--- src/rtl/mbps_pkg.sv ---
// Shared types and constants of the masked byte pattern scanner.
`timescale 1ns / 1ps
`default_nettype none

package mbps_pkg;

  localparam int NumSignatures = 2;
  localparam int SigIdxW       = 1;
  localparam int PatW          = 64;
  localparam int CareW         = 8;
  localparam int LenW          = 4;
  localparam int AddrW         = 64;
  localparam int ByteW         = 8;
  localparam int CfgIdxW       = 3;
  localparam int CfgDataW      = 64;
  localparam int CntW          = 2;

  localparam logic [PatW-1:0]  PatternZeroReset  = 64'h0000_0000_9090_9090;
  localparam logic [CareW-1:0] CareMaskZeroReset = 8'h0F;
  localparam logic [LenW-1:0]  LengthZeroReset   = 4'd4;
  localparam logic [PatW-1:0]  PatternOneReset   = 64'h0000_0000_0000_00E9;
  localparam logic [CareW-1:0] CareMaskOneReset  = 8'h01;
  localparam logic [LenW-1:0]  LengthOneReset    = 4'd5;
  localparam logic [AddrW-1:0] RegionBaseReset   = 64'h0;

  typedef enum logic [CfgIdxW-1:0] {
    RegPatternZero  = 3'd0,
    RegCareMaskZero = 3'd1,
    RegLengthZero   = 3'd2,
    RegPatternOne   = 3'd3,
    RegCareMaskOne  = 3'd4,
    RegLengthOne    = 3'd5,
    RegRegionBase   = 3'd6
  } cfg_reg_e;

  typedef struct packed {
    logic [NumSignatures-1:0][PatW-1:0]  pattern;
    logic [NumSignatures-1:0][CareW-1:0] care;
    logic [NumSignatures-1:0][LenW-1:0]  len;
    logic [AddrW-1:0]                    base;
  } mbps_cfg_t;

  typedef struct packed {
    logic [SigIdxW-1:0] sig_idx;
    logic [AddrW-1:0]   addr;
    logic               last;
  } hit_t;

endpackage

`default_nettype wire

--- src/rtl/mbps_cfg_regs.sv ---
// Configuration register file of the masked byte pattern scanner.
`timescale 1ns / 1ps
`default_nettype none

module mbps_cfg_regs (
  input  logic                            clk_i,
  input  logic                            rst_ni,
  input  logic                            wr_en_i,
  input  logic [mbps_pkg::CfgIdxW-1:0]    wr_index_i,
  input  logic [mbps_pkg::CfgDataW-1:0]   wr_data_i,
  output mbps_pkg::mbps_cfg_t             cfg_o
);
  import mbps_pkg::*;

  mbps_cfg_t cfg_q, cfg_d;

  always_comb begin
    cfg_d = cfg_q;
    if (wr_en_i) begin
      unique case (cfg_reg_e'(wr_index_i))
        RegPatternZero:  cfg_d.pattern[0] = wr_data_i[PatW-1:0];
        RegCareMaskZero: cfg_d.care[0]    = wr_data_i[CareW-1:0];
        RegLengthZero:   cfg_d.len[0]     = wr_data_i[LenW-1:0];
        RegPatternOne:   cfg_d.pattern[1] = wr_data_i[PatW-1:0];
        RegCareMaskOne:  cfg_d.care[1]    = wr_data_i[CareW-1:0];
        RegLengthOne:    cfg_d.len[1]     = wr_data_i[LenW-1:0];
        RegRegionBase:   cfg_d.base       = wr_data_i[AddrW-1:0];
        default: ;
      endcase
    end
  end

  always_ff @(posedge clk_i or negedge rst_ni) begin
    if (!rst_ni) begin
      cfg_q.pattern[0] <= PatternZeroReset;
      cfg_q.care[0]    <= CareMaskZeroReset;
      cfg_q.len[0]     <= LengthZeroReset;
      cfg_q.pattern[1] <= PatternOneReset;
      cfg_q.care[1]    <= CareMaskOneReset;
      cfg_q.len[1]     <= LengthOneReset;
      cfg_q.base       <= RegionBaseReset;
    end else begin
      cfg_q <= cfg_d;
    end
  end

  assign cfg_o = cfg_q;

endmodule

`default_nettype wire

--- src/rtl/mbps_window.sv ---
// Sliding byte window, fill count and region offset of the scanner.
`timescale 1ns / 1ps
`default_nettype none

module mbps_window #(
  parameter int MAX_PATTERN_BYTES = 8,
  parameter int MAX_REGION_BYTES  = 16777216,
  localparam int FillW = $clog2(MAX_PATTERN_BYTES + 1),
  localparam int OffW  = $clog2(MAX_REGION_BYTES) + 1
) (
  input  logic                        clk_i,
  input  logic                        rst_ni,
  input  logic                        upd_i,
  input  logic [mbps_pkg::ByteW-1:0]  byte_i,
  input  logic                        first_i,
  output logic [mbps_pkg::ByteW-1:0]  win_o [MAX_PATTERN_BYTES],
  output logic [FillW-1:0]            fill_o,
  output logic [OffW-1:0]             off_o,
  output logic                        drop_o
);
  import mbps_pkg::*;

  logic [ByteW-1:0] win_q [MAX_PATTERN_BYTES];
  logic [ByteW-1:0] win_d [MAX_PATTERN_BYTES];
  logic [FillW-1:0] fill_q, fill_d, fill_eff;
  logic [OffW-1:0]  off_q, off_d, off_eff;

  // A region start clears everything before the new byte is shifted in.
  assign fill_eff = first_i ? '0 : fill_q;
  assign off_eff  = first_i ? '0 : off_q;
  assign drop_o   = off_eff >= OffW'(MAX_REGION_BYTES);

  always_comb begin
    win_d[0] = byte_i;
    for (int j = 1; j < MAX_PATTERN_BYTES; j++) begin
      win_d[j] = first_i ? '0 : win_q[j-1];
    end
  end

  assign fill_d = (fill_eff < FillW'(MAX_PATTERN_BYTES)) ? fill_eff + 1'b1 : fill_eff;
  assign off_d  = off_eff + 1'b1;

  always_ff @(posedge clk_i or negedge rst_ni) begin
    if (!rst_ni) begin
      for (int j = 0; j < MAX_PATTERN_BYTES; j++) begin
        win_q[j] <= '0;
      end
      fill_q <= '0;
      off_q  <= '0;
    end else if (upd_i && !drop_o) begin
      win_q  <= win_d;
      fill_q <= fill_d;
      off_q  <= off_d;
    end
  end

  assign win_o  = win_d;
  assign fill_o = fill_d;
  assign off_o  = off_d;

endmodule

`default_nettype wire

--- src/rtl/mbps_match.sv ---
// Masked compare of one signature against the window and its hit address.
`timescale 1ns / 1ps
`default_nettype none

module mbps_match #(
  parameter int MAX_PATTERN_BYTES = 8,
  parameter int MAX_REGION_BYTES  = 16777216,
  localparam int FillW = $clog2(MAX_PATTERN_BYTES + 1),
  localparam int OffW  = $clog2(MAX_REGION_BYTES) + 1,
  localparam int IdxW  = (MAX_PATTERN_BYTES > 1) ? $clog2(MAX_PATTERN_BYTES) : 1
) (
  input  logic [mbps_pkg::ByteW-1:0]  win_i [MAX_PATTERN_BYTES],
  input  logic [FillW-1:0]            fill_i,
  input  logic [OffW-1:0]             off_i,
  input  logic [mbps_pkg::PatW-1:0]   pattern_i,
  input  logic [mbps_pkg::CareW-1:0]  care_i,
  input  logic [mbps_pkg::LenW-1:0]   len_i,
  input  logic [mbps_pkg::AddrW-1:0]  base_i,
  output logic                        hit_o,
  output logic [mbps_pkg::AddrW-1:0]  addr_o
);
  import mbps_pkg::*;

  logic            len_ok, fill_ok, bytes_ok;
  logic [OffW-1:0] start;

  assign len_ok  = (len_i != '0) && (len_i <= LenW'(MAX_PATTERN_BYTES));
  assign fill_ok = LenW'(fill_i) >= len_i;

  // Pattern byte i lines up with window entry len-1-i (entry 0 is newest).
  always_comb begin
    logic [IdxW-1:0] k;
    bytes_ok = 1'b1;
    for (int i = 0; i < MAX_PATTERN_BYTES; i++) begin
      k = IdxW'(len_i - LenW'(i) - LenW'(1));
      if ((LenW'(i) < len_i) && care_i[i]) begin
        if (win_i[k] != pattern_i[ByteW*i +: ByteW]) begin
          bytes_ok = 1'b0;
        end
      end
    end
  end

  assign hit_o  = len_ok && fill_ok && bytes_ok;
  assign start  = off_i - OffW'(len_i);
  assign addr_o = base_i + AddrW'(start);

endmodule

`default_nettype wire

--- src/rtl/mbps_out_buf.sv ---
// Two-entry result register that drains hits one word per cycle while the receiver is ready.
`timescale 1ns / 1ps
`default_nettype none

module mbps_out_buf (
  input  logic                         clk_i,
  input  logic                         rst_ni,
  input  logic                         load_i,
  input  logic [mbps_pkg::CntW-1:0]    load_cnt_i,
  input  mbps_pkg::hit_t               ent0_i,
  input  mbps_pkg::hit_t               ent1_i,
  output logic                         can_load_o,
  output logic                         m_axis_tvalid_o,
  input  logic                         m_axis_tready_i,
  output logic [mbps_pkg::AddrW-1:0]   m_axis_tdata_o,
  output logic [mbps_pkg::SigIdxW-1:0] m_axis_tuser_o,
  output logic                         m_axis_tlast_o
);
  import mbps_pkg::*;

  logic [CntW-1:0] cnt_q, cnt_d;
  hit_t            e0_q, e1_q;
  logic            pop;

  assign pop        = (cnt_q != '0) && m_axis_tready_i;
  assign can_load_o = (cnt_q == '0) || ((cnt_q == CntW'(1)) && m_axis_tready_i);

  always_comb begin
    cnt_d = cnt_q;
    if (load_i) begin
      cnt_d = load_cnt_i;
    end else if (pop) begin
      cnt_d = cnt_q - 1'b1;
    end
  end

  always_ff @(posedge clk_i or negedge rst_ni) begin
    if (!rst_ni) begin
      cnt_q <= '0;
    end else begin
      cnt_q <= cnt_d;
    end
  end

  always_ff @(posedge clk_i) begin
    if (load_i) begin
      e0_q <= ent0_i;
      e1_q <= ent1_i;
    end else if (pop) begin
      e0_q <= e1_q;
    end
  end

  assign m_axis_tvalid_o = cnt_q != '0;
  assign m_axis_tdata_o  = e0_q.addr;
  assign m_axis_tuser_o  = e0_q.sig_idx;
  assign m_axis_tlast_o  = e0_q.last;

endmodule

`default_nettype wire

--- src/rtl/masked_byte_pattern_scan.sv ---
// Top level of the masked byte pattern scanner.
//
// Usage: bytes of a memory region enter on the slave stream, one byte per word,
// with tuser set on the first byte of each region to clear the window and the
// offset. Each byte is compared against two masked signatures of up to
// MAX_PATTERN_BYTES bytes. Every hit leaves on the master stream as one word:
// tdata is the absolute start address (region base plus start offset), tuser
// is the signature index, and tlast marks the final hit caused by one byte.
// Hits of one byte come out by ascending start address, signature 0 first
// when both start at the same place. Bytes past MAX_REGION_BYTES are dropped.
// A hit becomes valid on the master side once its byte has left the input
// register and the compare and address add have loaded the result register.
// The result register puts out one word per cycle while the receiver is ready,
// so after a byte with two hits the next byte waits in the input register
// while the first of those hits drains from the result register.
// Reset restores the register defaults and clears window, fill count, offset
// and both stream stages. When the receiver stalls, up to two hits wait in the
// result register, one more byte waits in the input register, and then
// s_axis_tready_o drops until the result register drains.
// Configuration writes are always ready and take effect on the next cycle.
`timescale 1ns / 1ps
`default_nettype none

module masked_byte_pattern_scan #(
  parameter int MAX_PATTERN_BYTES = 8,
  parameter int MAX_REGION_BYTES  = 16777216
) (
  input  logic                          clk_i,
  input  logic                          rst_ni,
  // Slave stream: tdata = data_byte[7:0]; tuser = region_first.
  input  logic                          s_axis_tvalid_i,
  output logic                          s_axis_tready_o,
  input  logic [mbps_pkg::ByteW-1:0]    s_axis_tdata_i,
  input  logic                          s_axis_tuser_i,
  // Master stream: tdata = hit_address[63:0]; tuser = signature_index;
  // tlast = last_of_run.
  output logic                          m_axis_tvalid_o,
  input  logic                          m_axis_tready_i,
  output logic [mbps_pkg::AddrW-1:0]    m_axis_tdata_o,
  output logic [mbps_pkg::SigIdxW-1:0]  m_axis_tuser_o,
  output logic                          m_axis_tlast_o,
  // Configuration write channel.
  input  logic                          cfg_valid_i,
  output logic                          cfg_ready_o,
  input  logic [mbps_pkg::CfgIdxW-1:0]  cfg_index_i,
  input  logic [mbps_pkg::CfgDataW-1:0] cfg_data_i
);
  import mbps_pkg::*;

  localparam int FillW = $clog2(MAX_PATTERN_BYTES + 1);
  localparam int OffW  = $clog2(MAX_REGION_BYTES) + 1;

  mbps_cfg_t cfg;

  // Input register.
  logic             in_vld_q;
  logic [ByteW-1:0] in_byte_q;
  logic             in_first_q;
  logic             adv, can_load;

  // Window state after taking the registered byte.
  logic [ByteW-1:0] win [MAX_PATTERN_BYTES];
  logic [FillW-1:0] fill;
  logic [OffW-1:0]  off;
  logic             drop;

  logic [NumSignatures-1:0] hit_raw, hit_v;
  logic [AddrW-1:0]         addr_v [NumSignatures];

  logic [SigIdxW-1:0] first_k, second_k;
  logic               hf, hs;
  hit_t               ent0, ent1;
  logic [CntW-1:0]    load_cnt;

  assign cfg_ready_o = 1'b1;

  mbps_cfg_regs u_cfg (
    .clk_i      (clk_i),
    .rst_ni     (rst_ni),
    .wr_en_i    (cfg_valid_i),
    .wr_index_i (cfg_index_i),
    .wr_data_i  (cfg_data_i),
    .cfg_o      (cfg)
  );

  // The registered byte moves on whenever the result register will be free.
  assign adv             = in_vld_q && can_load;
  assign s_axis_tready_o = !in_vld_q || adv;

  always_ff @(posedge clk_i or negedge rst_ni) begin
    if (!rst_ni) begin
      in_vld_q <= 1'b0;
    end else if (s_axis_tready_o) begin
      in_vld_q <= s_axis_tvalid_i;
    end
  end

  always_ff @(posedge clk_i) begin
    if (s_axis_tready_o && s_axis_tvalid_i) begin
      in_byte_q  <= s_axis_tdata_i;
      in_first_q <= s_axis_tuser_i;
    end
  end

  mbps_window #(
    .MAX_PATTERN_BYTES (MAX_PATTERN_BYTES),
    .MAX_REGION_BYTES  (MAX_REGION_BYTES)
  ) u_window (
    .clk_i   (clk_i),
    .rst_ni  (rst_ni),
    .upd_i   (adv),
    .byte_i  (in_byte_q),
    .first_i (in_first_q),
    .win_o   (win),
    .fill_o  (fill),
    .off_o   (off),
    .drop_o  (drop)
  );

  for (genvar s = 0; s < NumSignatures; s++) begin : g_sig
    mbps_match #(
      .MAX_PATTERN_BYTES (MAX_PATTERN_BYTES),
      .MAX_REGION_BYTES  (MAX_REGION_BYTES)
    ) u_match (
      .win_i     (win),
      .fill_i    (fill),
      .off_i     (off),
      .pattern_i (cfg.pattern[s]),
      .care_i    (cfg.care[s]),
      .len_i     (cfg.len[s]),
      .base_i    (cfg.base),
      .hit_o     (hit_raw[s]),
      .addr_o    (addr_v[s])
    );
  end

  // A dropped byte yields no hits.
  assign hit_v = drop ? '0 : hit_raw;

  // The longer signature starts earlier, so it goes first; on a tie
  // signature 0 leads.
  assign first_k  = SigIdxW'(cfg.len[1] > cfg.len[0]);
  assign second_k = ~first_k;
  assign hf       = hit_v[first_k];
  assign hs       = hit_v[second_k];

  always_comb begin
    ent0.sig_idx = hf ? first_k : second_k;
    ent0.addr    = hf ? addr_v[first_k] : addr_v[second_k];
    ent0.last    = !(hf && hs);
    ent1.sig_idx = second_k;
    ent1.addr    = addr_v[second_k];
    ent1.last    = 1'b1;
  end

  assign load_cnt = {hf && hs, hf ^ hs};

  mbps_out_buf u_out (
    .clk_i           (clk_i),
    .rst_ni          (rst_ni),
    .load_i          (adv),
    .load_cnt_i      (load_cnt),
    .ent0_i          (ent0),
    .ent1_i          (ent1),
    .can_load_o      (can_load),
    .m_axis_tvalid_o (m_axis_tvalid_o),
    .m_axis_tready_i (m_axis_tready_i),
    .m_axis_tdata_o  (m_axis_tdata_o),
    .m_axis_tuser_o  (m_axis_tuser_o),
    .m_axis_tlast_o  (m_axis_tlast_o)
  );

endmodule

`default_nettype wire

--- config.mk ---
export PLATFORM = sky130hd
export DESIGN_NAME = masked_byte_pattern_scan
export DESIGN_NICKNAME = d
export VERILOG_FILES = /design/src/rtl/mbps_pkg.sv /design/src/rtl/mbps_cfg_regs.sv /design/src/rtl/mbps_window.sv /design/src/rtl/mbps_match.sv /design/src/rtl/mbps_out_buf.sv /design/src/rtl/masked_byte_pattern_scan.sv
export SDC_FILE = /design/constraint.sdc
export NUM_CORES = 2
export LEC_CHECK = 0
export ABC_AREA = 1
export BUFFER_PORTS_ARGS = -buffer_cell sky130_fd_sc_hd__buf_2
export CELL_PAD_IN_SITES_DETAIL_PLACEMENT = 1
export CELL_PAD_IN_SITES_GLOBAL_PLACEMENT = 1
export CORE_ASPECT_RATIO = 1.5
export CORE_MARGIN = 1
export CORE_UTILIZATION = 40
export DETAILED_ROUTE_END_ITERATION = 16
export GPL_TIMING_DRIVEN = 0
export PLACE_DENSITY = 0.71
export SETUP_SLACK_MARGIN = 0.05
export SLEW_MARGIN = 25
export SYNTH_ARGS = -nofsm -noshare
export SYNTH_HDL_FRONTEND = slang
export SYNTH_SLANG_ARGS = --single-unit
--- constraint.sdc ---
create_clock -name clk_i -period 13.7 [get_ports clk_i]
set_input_delay 0 -clock clk_i [delete_from_list [all_inputs] [get_ports clk_i]]
set_output_delay 0 -clock clk_i [all_outputs]
set_load 0.03 [all_outputs]
==> reports/metrics.cfg <==
[routing]
ant_nets = 0
drc = 0
wl_mm = 200
vias_per_cell = 5.87
drt_iter0_drc = 2738
wl_per_cell_um = 29.5
drt-pass1-iter-count = 5
vias = 39688

[worst_setup_path]
cp-end-kind = flop
setup.worst_path.start_class = flop
arrival_ps = 8150
max_stage_delay_ps = 700
cp.buffers_inverters = 6
crit_slowest_cell = a21boi_0
path_class = reg2reg
crit_family = simple AND/OR/NAND/NOR gates
crit_top_cell = nand2_1
critical_path.max_fanout = 10
crit_required_ps = 14220
r2r-end = u_out.m_axis_tdata_o[43]
r2r-start = in_first_q
r2r_cells = 32
rrSetupSlack_ps = 6070

[timing]
maxSlewHeadroom_pct = 21.4
tightest_slew_ps = 1180
hold_viol_final = 0
drv_slew = 0
grt_setup_unrepaired = no
final.min_clock_period_ps = 7630
period_share_pct = 55.7
max_freq_mhz = 131
setup_viol = 0
tns_ps = 0
skew_ps = 34.1

[synthesis]
synth_edf_count = 140
async_flop_share_pct = 68.5
ys_seq_area_share_pct = 34.3
synth-main-ff-cell = dfrtp_1
synth_warnings = 0
synth-seq-cells = 444
synthCells = 5292
synth_fp_nets = 5463
syn_area_um2 = 34500
syn_area_per_cell_um2 = 6.51
synthDistinctLibCells = 51

[floorplan]
die_height_um = 361
coreArea_um2 = 85200
ios = 150
dieArea_um2 = 87400
start_util_pct = 40.4
rows = 131
die_x_um = 242

[layout]
design_area_um2 = 39300
fillerInstances = 11412
area_growth_pct = 13.9
final_cell_mix = 1952 x nand2_1, 876 x nand3_1, 464 x inv_1, 396 x o21ai_0, 304 x nor2_1
nets = 5748
layout-drive-gt1-share_pct = 7.54
fin_util_pct = 46.1
layout.cells.most_common = nand2_1

[placed_design]
dp_hpwl_mm = 157
io_buffer_count = 148
gp_congestion = 1.05
place_area_um2 = 36800

[clock_network]
cts_setup_buffers = 0
clk_pin_slew_worst_paths_ps = 70
numCtsBuffers = 45
cts_max_level = 2
clockRootBuffer = clkbuf_16
insertion_delay_ps = 650
tritoncts = yes
cts_buffer_depth = 3
cts.sinks = 444

[global_route]
first_global_vias = 41556
antenna_found_initial = 10
grt_max_degree = 87
grt_pass1_wl_mm = 284
grt_usage_pct = 45.5
grt_overflow = 0

[status]
status = completed

[power_and_ir_drop]
p_per_area_nw_per_um2 = 294
p_leak_uw = 0.0192
vdd_drop_max_mv = 0.203
total_power_uw = 11500

[job]
cap_violations = 0

[hold_path]
hold_class = in2reg
hold_path_startpoint = cfg_valid_i
holdPathEnd = u_cfg.cfg_o[66]
holdPathStages = 5

-- per-stage QoR --
stage          hold slack, ps  setup WS [ps]  instances
6_report                 49.4           6070       6756
5_1_grt                  65.2           5780       6746
4_1_cts                  5.95           6160       6742
3_5_place_dp            -57.0           6220       6577
3_3_place_gp              177           5520       6570
2_1_floorplan            -296           7410       5292
-- area by class of cell --
class	count	area [µm²]	area share, %
Antenna cell	13	32.5	0.0828
Clock buffer	61	1270	3.22
Tap cell	1130	1410	3.60
Clock inverter	22	272	0.691
Buffer	225	1100	2.80
Timing Repair Buffer	238	1790	4.56
Inverter	484	1820	4.64
Sequential cell	444	11800	30.1
Multi-Input combinational cell	4139	19700	50.3
-- where the power goes --
part | internal, µW | total [µW] | switching, µW | leakage (µW)
clock | 750 | 1380 | 632 | 0.000742
combinational | 2140 | 7740 | 5600 | 0.0133
sequential | 1990 | 2430 | 438 | 0.00522
-- worst register-to-register path, delay by kind of cell, from the launching register on --
family,cells,cell delay [ps]
AOI/OAI and AO/OA,4,1410
adders and majority gates,3,1260
DFF,1,370
xor gates and xnor gates,2,570
and+or+nand+nor,17,3210
buffers and inverters,6,700
-- cells in the mapped netlist, types with 3 or more instances --
| cell | number | area (µm²) |
|---|---|---|
| nor2_1 | 309 | 1160 |
| nand4_1 | 35 | 219 |
| o21bai_1 | 16 | 120 |
| nand3b_1 | 67 | 503 |
| inv_1 | 464 | 1740 |
| o211ai_1 | 5 | 37.5 |
| a21boi_0 | 15 | 113 |
| o21a_1 | 10 | 75.1 |
| buf_4 | 16 | 120 |
| a211oi_1 | 3 | 22.5 |
| buf_1 | 22 | 82.6 |
| nor4_1 | 15 | 93.8 |
| nand2_4 | 3 | 33.8 |
| inv_2 | 11 | 41.3 |
| nand3_1 | 876 | 4380 |
| xor2_1 | 123 | 1080 |
| clkinv_1 | 6 | 22.5 |
| a21o_1 | 5 | 37.5 |
| buf_2 | 68 | 340 |
| o21ai_1 | 5 | 25.0 |
| a21oi_1 | 79 | 395 |
| nand2_2 | 12 | 75.1 |
| xnor2_1 | 29 | 254 |
| nor3_1 | 41 | 205 |
| fa_1 | 4 | 80.1 |
| edfxtp_1 | 140 | 4200 |
| buf_6 | 14 | 158 |
| nor2_2 | 22 | 138 |
| o21ai_0 | 400 | 2000 |
| dfstp_2 | 21 | 552 |
| clkbuf_1 | 105 | 394 |
| ha_1 | 86 | 1080 |
| a31oi_1 | 6 | 37.5 |
| nand2_1 | 1952 | 7330 |
| dfrtp_1 | 283 | 7080 |
| nor3_2 | 4 | 40.0 |
-- layer usage --
layer  wire, µm  up-vias  global-route usage, %
met1      64700    19486                   42.5
met5          8        -                      0
li1           -    17787                      -
met3      11200      847                   9.52
met4      28400        2                   53.8
met2      95300     1566                   77.2
-- registers in the layout (all words and copies together) (netlist names) --
signal,flops
u_out.m_axis_tuser_o,1
u_window.fill_q,4
in_first_q,1
u_out.m_axis_tlast_o,1
u_out.m_axis_tdata_o,64
u_window.win_q,56
u_window.off_q,25
u_cfg.cfg_o,216
u_out.cnt_q,2
in_byte_q,8
u_out.e1_q,65
in_vld_q,1
-- cell families after synthesis --
family / after synthesis / synth area share [%]
AOI/OAI and AO/OA: 545 / 8.34
adders and majority gates: 90 / 3.35
and+or+nand+nor: 3347 / 41.4
muxes: 1 / 0.0290
other: 1 / 0.0109
buffers and inverters: 709 / 8.46
DFF: 444 / 34.3
xor gates and xnor gates: 155 / 4.04
-- what timing repair did --
action                    CTS  global route
resized for setup           0             0
hold buffers               82             0
hold endpoints to repair  428             0
-- how the worst max path moves through the flow --
stage                                     endpoint           start  cells after the start  slack [ps]
after floorplan                     u_out.cnt_q[0]  u_out.cnt_q[0]                      6        7410
after global placement              u_out.cnt_q[0]  u_out.cnt_q[0]                      6        5520
after detailed placement  u_out.m_axis_tdata_o[43]      in_first_q                     32        6220
after CTS                 u_out.m_axis_tdata_o[43]      in_first_q                     32        6160
after global routing      u_out.m_axis_tdata_o[43]      in_first_q                     31        5780
final                     u_out.m_axis_tdata_o[43]      in_first_q                     32        6070
(Power assumes the default switching activity.)
